<file path="src/rtl/ieh_pkg.sv">
`timescale 1ns / 1ps
// -----------------------------------------------------------------------------
// Interval event histogram package
// Shared sizes, item kind codes and register indexes.
// -----------------------------------------------------------------------------
package ieh_pkg;

   localparam int NUM_TYPES   = 64;
   localparam int TYPE_W      = 6;
   localparam int COUNT_WIDTH = 32;
   localparam int MASK_W      = 64;
   localparam int TICK_W      = 16;
   localparam int FUNC_W      = 2;
   localparam int CSR_ADDR_W  = 1;
   localparam int CSR_DATA_W  = 64;
   localparam int REQ_DATA_W  = 8;
   localparam int RSP_DATA_W  = 40;

   typedef logic [COUNT_WIDTH-1:0] count_type;
   typedef logic [TYPE_W-1:0]      type_idx_type;

   localparam logic [FUNC_W-1:0] FUNC_EVENT = 2'd0;
   localparam logic [FUNC_W-1:0] FUNC_TICK  = 2'd1;
   localparam logic [FUNC_W-1:0] FUNC_FLUSH = 2'd2;
   localparam logic [FUNC_W-1:0] FUNC_NONE  = 2'd3;

   localparam logic [CSR_ADDR_W-1:0] REG_TYPE_MASK = 1'd0;
   localparam logic [CSR_ADDR_W-1:0] REG_TICKS     = 1'd1;

   localparam count_type CNT_MAX = '1;

endpackage

</file>
<file path="src/rtl/interval_event_histogram.sv">
`timescale 1ns / 1ps
// -----------------------------------------------------------------------------
// Interval event histogram
// Counts typed events per interval in a counter RAM and dumps enabled counts.
// -----------------------------------------------------------------------------
// Event and tick items: one per cycle while idle; a counter is read when an
// event is accepted and written back by the update stage, with forwarding
// between back-to-back hits. Dump: disabled types are skipped, enabled ones are
// read and then loaded into the output register (which may stall); the walk waits
// first for a pending event write-back; input waits meanwhile.
// Reset (synchronous): counters read as zero via per-entry valid bits, tick count
// and mask zero, interval one.
module interval_event_histogram (
   input  logic                           clock,
   input  logic                           reset,
   // request stream
   input  logic                           req_tvalid,
   output logic                           req_tready,
   input  logic [ieh_pkg::REQ_DATA_W-1:0] req_tdata,  // [5:0] event_type, [7:6] zero
   input  logic [ieh_pkg::FUNC_W-1:0]     req_tuser,  // [1:0] func
   // response stream
   output logic                           rsp_tvalid,
   input  logic                           rsp_tready,
   output logic [ieh_pkg::RSP_DATA_W-1:0] rsp_tdata,  // [5:0] type_index,
                                                      // [37:6] type_count, [39:38] zero
   output logic                           rsp_tlast,
   // configuration writes
   input  logic                           csr_we,
   input  logic [ieh_pkg::CSR_ADDR_W-1:0] csr_addr,
   input  logic [ieh_pkg::CSR_DATA_W-1:0] csr_wdata
);

   localparam logic [1:0] ST_IDLE    = 2'd0;
   localparam logic [1:0] ST_DUMP_RD = 2'd1;
   localparam logic [1:0] ST_DUMP_LD = 2'd2;

   // configuration registers
   logic [ieh_pkg::MASK_W-1:0] mask_ff;
   logic [ieh_pkg::TICK_W-1:0] ticks_ff;

   // counter RAM with per-entry valid bits (invalid entry reads as zero)
   ieh_pkg::count_type         cnt_mem [ieh_pkg::NUM_TYPES];
   ieh_pkg::count_type         rd_data_ff;
   logic [ieh_pkg::NUM_TYPES-1:0] cnt_vld_ff, cnt_vld_in;

   // control
   logic [1:0]                 state_ff, state_in;
   ieh_pkg::type_idx_type      idx_ff, idx_in;
   logic [ieh_pkg::TICK_W-1:0] tick_ff, tick_in;

   // event update stage
   logic                       ev_vld_ff;
   ieh_pkg::type_idx_type      ev_addr_ff;
   logic                       ev_rdv_ff;
   logic                       wr_vld_ff;
   ieh_pkg::type_idx_type      wr_addr_ff;
   ieh_pkg::count_type         wr_data_ff;

   // output register
   logic                       rsp_vld_ff, rsp_vld_in;
   ieh_pkg::type_idx_type      rsp_idx_ff;
   ieh_pkg::count_type         rsp_cnt_ff;
   logic                       rsp_last_ff;

   logic                       req_acc;
   logic [ieh_pkg::FUNC_W-1:0] func;
   ieh_pkg::type_idx_type      evt;
   logic                       ev_take;
   logic [ieh_pkg::TICK_W-1:0] tick_inc;
   logic                       dump_go;
   logic                       rd_en;
   ieh_pkg::type_idx_type      rd_addr;
   ieh_pkg::count_type         ev_cur;
   ieh_pkg::count_type         ev_new;
   logic                       wr_en;
   logic [ieh_pkg::MASK_W-1:0] mask_hi;
   logic                       dump_last;
   logic                       rsp_load;
   ieh_pkg::count_type         dump_cnt;

   assign func       = req_tuser;
   assign evt        = req_tdata[ieh_pkg::TYPE_W-1:0];
   assign req_tready = (state_ff == ST_IDLE);
   assign req_acc    = req_tvalid && req_tready;

   // an event counts only if its type is in range and enabled
   assign ev_take = req_acc && (func == ieh_pkg::FUNC_EVENT) && mask_ff[evt]
                    && ({1'b0, evt} < 7'(ieh_pkg::NUM_TYPES));

   assign tick_inc = tick_ff + 1'b1;

   // interval boundary or flush; an empty mask dump emits nothing
   always_comb begin
      dump_go = 1'b0;
      tick_in = tick_ff;
      if (req_acc) begin
         case (func)
            ieh_pkg::FUNC_TICK: begin
               if (tick_inc == ticks_ff) begin
                  tick_in = '0;
                  dump_go = (mask_ff[ieh_pkg::NUM_TYPES-1:0] != '0);
               end else begin
                  tick_in = tick_inc;
               end
            end
            ieh_pkg::FUNC_FLUSH: dump_go = (mask_ff[ieh_pkg::NUM_TYPES-1:0] != '0);
            default: ;
         endcase
      end
   end

   // RAM read port: event lookup when idle, counter walk while dumping
   always_comb begin
      rd_en   = 1'b0;
      rd_addr = evt;
      if (state_ff == ST_DUMP_RD) begin
         rd_addr = idx_ff;
         rd_en   = mask_ff[idx_ff] && !ev_vld_ff;
      end else if (ev_take) begin
         rd_en = 1'b1;
      end
   end

   // read-modify-write: forward the previous write when it hits the same entry
   always_comb begin
      if (wr_vld_ff && (wr_addr_ff == ev_addr_ff))
         ev_cur = wr_data_ff;
      else if (ev_rdv_ff)
         ev_cur = rd_data_ff;
      else
         ev_cur = '0;
      ev_new = (ev_cur == ieh_pkg::CNT_MAX) ? ev_cur : ev_cur + 1'b1;
   end
   assign wr_en = ev_vld_ff;

   // dump walk: last result when no enabled type lies above the current one
   assign mask_hi   = mask_ff >> idx_ff;
   assign dump_last = (mask_hi[ieh_pkg::MASK_W-1:1] == '0) ||
                      (idx_ff == ieh_pkg::type_idx_type'(ieh_pkg::NUM_TYPES - 1));
   assign dump_cnt  = cnt_vld_ff[idx_ff] ? rd_data_ff : '0;
   assign rsp_load  = (state_ff == ST_DUMP_LD) && (!rsp_vld_ff || rsp_tready);

   always_comb begin
      state_in   = state_ff;
      idx_in     = idx_ff;
      cnt_vld_in = cnt_vld_ff;
      if (wr_en)
         cnt_vld_in[ev_addr_ff] = 1'b1;
      case (state_ff)
         ST_IDLE: begin
            if (dump_go) begin
               state_in = ST_DUMP_RD;
               idx_in   = '0;
            end
         end
         ST_DUMP_RD: begin
            // hold while the last event's write-back is still pending, then
            // skip disabled types and fetch enabled ones
            if (!ev_vld_ff) begin
               if (mask_ff[idx_ff])
                  state_in = ST_DUMP_LD;
               else
                  idx_in = idx_ff + 1'b1;
            end
         end
         ST_DUMP_LD: begin
            // hold the fetched count until the output register is free
            if (rsp_load) begin
               cnt_vld_in[idx_ff] = 1'b0;
               if (dump_last) begin
                  state_in = ST_IDLE;
               end else begin
                  state_in = ST_DUMP_RD;
                  idx_in   = idx_ff + 1'b1;
               end
            end
         end
         default: state_in = ST_IDLE;
      endcase
   end

   always_comb begin
      rsp_vld_in = rsp_vld_ff;
      if (rsp_load)
         rsp_vld_in = 1'b1;
      else if (rsp_tready)
         rsp_vld_in = 1'b0;
   end

   // counter RAM
   always_ff @(posedge clock) begin
      if (wr_en)
         cnt_mem[ev_addr_ff] <= ev_new;
      if (rd_en)
         rd_data_ff <= cnt_mem[rd_addr];
   end

   // payload registers
   always_ff @(posedge clock) begin
      ev_addr_ff <= evt;
      ev_rdv_ff  <= cnt_vld_ff[evt];
      wr_addr_ff <= ev_addr_ff;
      wr_data_ff <= ev_new;
      if (rsp_load) begin
         rsp_idx_ff  <= idx_ff;
         rsp_cnt_ff  <= dump_cnt;
         rsp_last_ff <= dump_last;
      end
   end

   // control registers
   always_ff @(posedge clock) begin
      if (reset) begin
         state_ff   <= ST_IDLE;
         idx_ff     <= '0;
         tick_ff    <= '0;
         cnt_vld_ff <= '0;
         ev_vld_ff  <= 1'b0;
         wr_vld_ff  <= 1'b0;
         rsp_vld_ff <= 1'b0;
         mask_ff    <= '0;
         ticks_ff   <= ieh_pkg::TICK_W'(1);
      end else begin
         state_ff   <= state_in;
         idx_ff     <= idx_in;
         tick_ff    <= tick_in;
         cnt_vld_ff <= cnt_vld_in;
         ev_vld_ff  <= ev_take;
         wr_vld_ff  <= wr_en;
         rsp_vld_ff <= rsp_vld_in;
         if (csr_we) begin
            case (csr_addr)
               ieh_pkg::REG_TYPE_MASK: mask_ff  <= csr_wdata;
               ieh_pkg::REG_TICKS:     ticks_ff <= csr_wdata[ieh_pkg::TICK_W-1:0];
               default: ;
            endcase
         end
      end
   end

   assign rsp_tvalid = rsp_vld_ff;
   assign rsp_tdata  = {2'b00, rsp_cnt_ff, rsp_idx_ff};
   assign rsp_tlast  = rsp_last_ff;

endmodule
</file>
<file path="config.mk">
export PLATFORM = sky130hd
export DESIGN_NAME = interval_event_histogram
export DESIGN_NICKNAME = d
export VERILOG_FILES = /design/src/rtl/ieh_pkg.sv /design/src/rtl/interval_event_histogram.sv
export SDC_FILE = /design/constraint.sdc
export NUM_CORES = 2
export LEC_CHECK = 0
export ABC_CLOCK_PERIOD_IN_PS = 7000
export BUFFER_PORTS_ARGS = -buffer_cell sky130_fd_sc_hd__buf_2
export CAP_MARGIN = 25
export CELL_PAD_IN_SITES_DETAIL_PLACEMENT = 0
export CELL_PAD_IN_SITES_GLOBAL_PLACEMENT = 2
export CORE_MARGIN = 4
export CORE_UTILIZATION = 50
export CTS_BUF_LIST = sky130_fd_sc_hd__clkbuf_8
export CTS_CLUSTER_SIZE = 12
export DETAILED_ROUTE_END_ITERATION = 8
export GPL_ROUTABILITY_DRIVEN = 0
export PLACE_DENSITY_LB_ADDON = 0.1
export SETUP_SLACK_MARGIN = 0.05
export SYNTH_ARGS = -nofsm -noshare
export SYNTH_HDL_FRONTEND = slang
export SYNTH_SLANG_ARGS = --single-unit
</file>
<file path="constraint.sdc">
create_clock -name clock -period 7 [get_ports clock]
set_clock_uncertainty 0.15 [all_clocks]
set_input_delay 0.7 -clock clock [delete_from_list [all_inputs] [get_ports clock]]
set_output_delay 0.7 -clock clock [all_outputs]
set_load 0.03 [all_outputs]
</file>
==> flow_metrics.py <==
metrics = {
    "clock_network": {
        "cts-root-buf": "clkbuf_8",
        "cts_post_setup_buffers_inserted": 0,
        "cts.clk_slew.worst_paths_ns": 0.06,
        "h-tree-depth": 5,
        "numCtsBuffers": 391,
        "clock_insertion_delay_worst_skew_ns": 1.08,
        "cts_tree": "built",
        "clock_sinks": 2335,
        "cts_buffer_depth": 4,
    },
    "logic_synthesis": {
        "yosysWarnings": 0,
        "synth_cell_type_count": 98,
        "avgSynthCellArea_um2": 17.6,
        "synth_seq_cells": 2335,
        "netlist_area_mm2": 0.0954,
        "yosys.area.top_type_share_pct": 66.7,
        "yosys.area.top_type": "edfxtp_1",
        "synth_area_leaders": "edfxtp_1 67%, mux4_2 14%, dfxtp_1 4.5%, nand2_1 2.0%, a211oi_1 1.9%",
        "synthCells": 5433,
        "synth-main-ff-cell": "edfxtp_1",
        "synth-edff-count": 2119,
        "yosysSeqAreaShare_pct": 71.2,
        "synthArstFlopShare_pct": 0,
    },
    "setup_path": {
        "critical-path-top-delay-family": "simple AND/OR/NAND/NOR gates",
        "crit_arrival_ns": 6.28,
        "crit_path_start_kind": "register",
        "critPathCaptureType": "register",
        "cp.buffers_inverters": 3,
        "required_ns": 7.59,
        "worstSetupPathType": "reg -> reg",
        "cp_slowest_cell": "dfxtp_1",
        "path_cells": "xor2_1, or3_1, buf_4, nor2_2, a21oi_1, inv_1, ha_1, o21a_1, and4_1, nand2_2, nand3_1, or3_1, a21oi_1, or3_2, buf_12",
        "startpoint": "ev_addr_ff[1]$_DFF_P_",
        "worstPathMaxFanout": 50,
        "slowest_delay_ns": 0.70,
        "r2r-start": "ev_addr_ff[1]$_DFF_P_",
    },
    "timing": {
        "fin_tns_setup_ns": 0,
        "hold_viol_final": 0,
        "max_slew.worst_pin.slew_ns": 1.10,
        "slew_headroom_pct": 26.5,
        "finalMaxSlewViolations": 0,
        "hold_slack_ns": 0.142,
        "timing.final.crit_period_ns": 5.69,
        "rsz0062_at_grt": "no",
        "setup_viol": 0,
        "finalCritPeriodShare_pct": 81.3,
        "fmax_ghz": 0.176,
    },
    "route": {
        "totalWireLength_mm": 262,
        "wl_per_cell_um": 30.2,
        "via_count": 54000,
        "drtIter0Drc": 5636,
        "drc": 0,
        "via_per_inst": 6.23,
        "ant_nets": 0,
        "dr.pass1.iters": 5,
    },
    "finish": {
        "final_nets": 5957,
        "finalNonFillerCells": 8669,
        "syn_to_final_growth_pct": 13.1,
        "drive_above_1_share_pct": 25.2,
    },
    "die": {
        "start_util_pct": 50.2,
        "die_x_um": 445,
        "ios": 123,
        "rows": 160,
        "dieHeight_um": 445,
        "dieArea_mm2": 0.198,
        "core_mm2": 0.190,
    },
    "hold_path": {
        "worstHoldStart": "req_tuser[1]",
        "hold_path_class": "in -> reg",
    },
    "global_routing": {
        "grt_max_degree": 116,
        "grt_first_pass_wirelength_mm": 380,
        "grtUsageTotal_pct": 26.5,
        "grt-ovfl-total": 0,
        "antenna_found_initial": 6,
        "grt_pass1_vias": 54100,
    },
    "pwr": {
        "peakVddDrop_mv": 0.133,
        "power.density_mw_per_mm2": 278,
        "cellLeakagePower_nw": 33.7,
    },
    "placement": {
        "hpwlAfterDp_mm": 144,
        "portBuffers": 118,
        "dp.cells": 7905,
    },
    "outcome": {
        "status": "completed",
    },
    "run": {
        "max_cap_viol_count": 0,
    },
}
report_power, final:
part	internal (mW)	total, mW	switching (mW)
Combinational	1.75	4.13	2.37
Clock	5.42	10.7	5.32
Sequential	15.1	15.1	0.0776
routing by layer:
layer | vias to the layer above | wire [um] | global-route usage [%]
met5 | - | 0 | 0
met1 | 28700 | 114000 | 39.1
met2 | 2019 | 123000 | 41.3
met3 | 363 | 19500 | 4.83
li1 | 22900 | - | -
met4 | 0 | 5330 | 6.56
registers in the layout (all words and copies together) (netlist names), 2 cells and up:
signal / flops
cnt_mem: 2048
cnt_vld_ff: 64
mask_ff: 64
rd_data_ff: 32
rsp_cnt_ff: 32
wr_data_ff: 32
tick_ff: 16
ticks_ff: 16
ev_addr_ff: 6
idx_ff: 6
rsp_idx_ff: 6
wr_addr_ff: 6
state_ff: 2
placed cells by master (no fill, tap or decap), types with 16 or more instances in the layout:
cell type	synthesis	routed
a211oi_1	236	236
a21oi_1	225	222
a311oi_1	66	66
a31oi_1	75	75
and2_1	164	164
and3_1	30	30
buf_12	0	28
buf_2	114	117
buf_4	8	177
clkbuf_8	8	400
clkinv_1	1	97
clkinv_2	0	44
dfxtp_1	216	213
dlygate4sd3_1	0	74
edfxtp_1	2119	2119
inv_1	20	145
mux2_2	34	31
mux2i_1	80	75
mux4_2	584	584
nand2_1	521	521
nand3_1	41	41
nand4_1	31	31
nor2_1	230	168
nor2_4	0	62
nor2b_1	18	16
nor3_1	31	29
o21ai_0	49	45
or3_1	19	18
xnor2_1	34	20
worst paths after layout:
kind                                to  slack (ns)  depth (start not counted)
max          cnt_mem[42][12]$_DFFE_PP_        1.31                         15
min               ev_vld_ff$_SDFF_PP0_        0.14                          5
max reg2reg  cnt_mem[42][12]$_DFFE_PP_        1.31                         15
min reg2reg   ticks_ff[6]$_SDFFE_PP0P_        0.32                          2
kinds of logic (layout without fill, tap and decap cells):
kind of cell	count (synthesis)	after routing	synth area share (%)
flops	2335	2335	71.2
simple gates	1184	1184	5.89
compound gates	760	760	5.35
mux	699	699	15.0
buf+inv	387	1104	1.84
xor+xnor	56	56	0.514
fa+ha+maj	11	11	0.144
other cells	1	9	0.00393
worst min-delay path, cell delays in order:
cell	delay, ns
buf_2	0.11
inv_1	0.06
ha_1	0.18
nand4_1	0.17
nor2_1	0.05
synthesized netlist by cell type, types with 41 or more instances:
cell      count
a21oi_1     225
clkbuf_1    190
a31oi_1      75
nor2_1      230
mux4_2      584
a311oi_1     66
buf_2       114
o21ai_0      49
edfxtp_1   2119
nand2_1     521
nand3_1      41
and2_1      164
a211oi_1    236
mux2i_1      80
dfxtp_1     216
cell type report:
| class | instances | area [um^2] |
|---|---|---|
| fill | 14700 | 82000 |
| sequential | 2335 | 68000 |
| multi-input combinational | 2712 | 26700 |
| clock buffer | 400 | 5510 |
| timing repair buffer | 405 | 3330 |
| tap | 2511 | 3140 |
| clock inverter | 278 | 1240 |
| inverter | 21 | 78.8 |
| antenna | 7 | 17.5 |
timing repair:
action                    in CTS  in global routing
gates resized for setup        0                  0
hold buffers                  74                  0
hold endpoints to repair     124                  0
stage by stage:
stage          power [mW]  instance area [um^2]  setup slack [ns]  utilization [%]
6_report             30.0                108000              1.31             56.8
5_1_grt              31.2                108000              1.02             56.8
4_1_cts              30.3                108000              1.12             56.8
3_5_place_dp         19.6                100000              1.13             52.8
3_3_place_gp         19.5                100000              1.24             52.8
2_1_floorplan        18.2                 95400              1.13                -
Note: power is estimated with default switching activity, not from simulation.
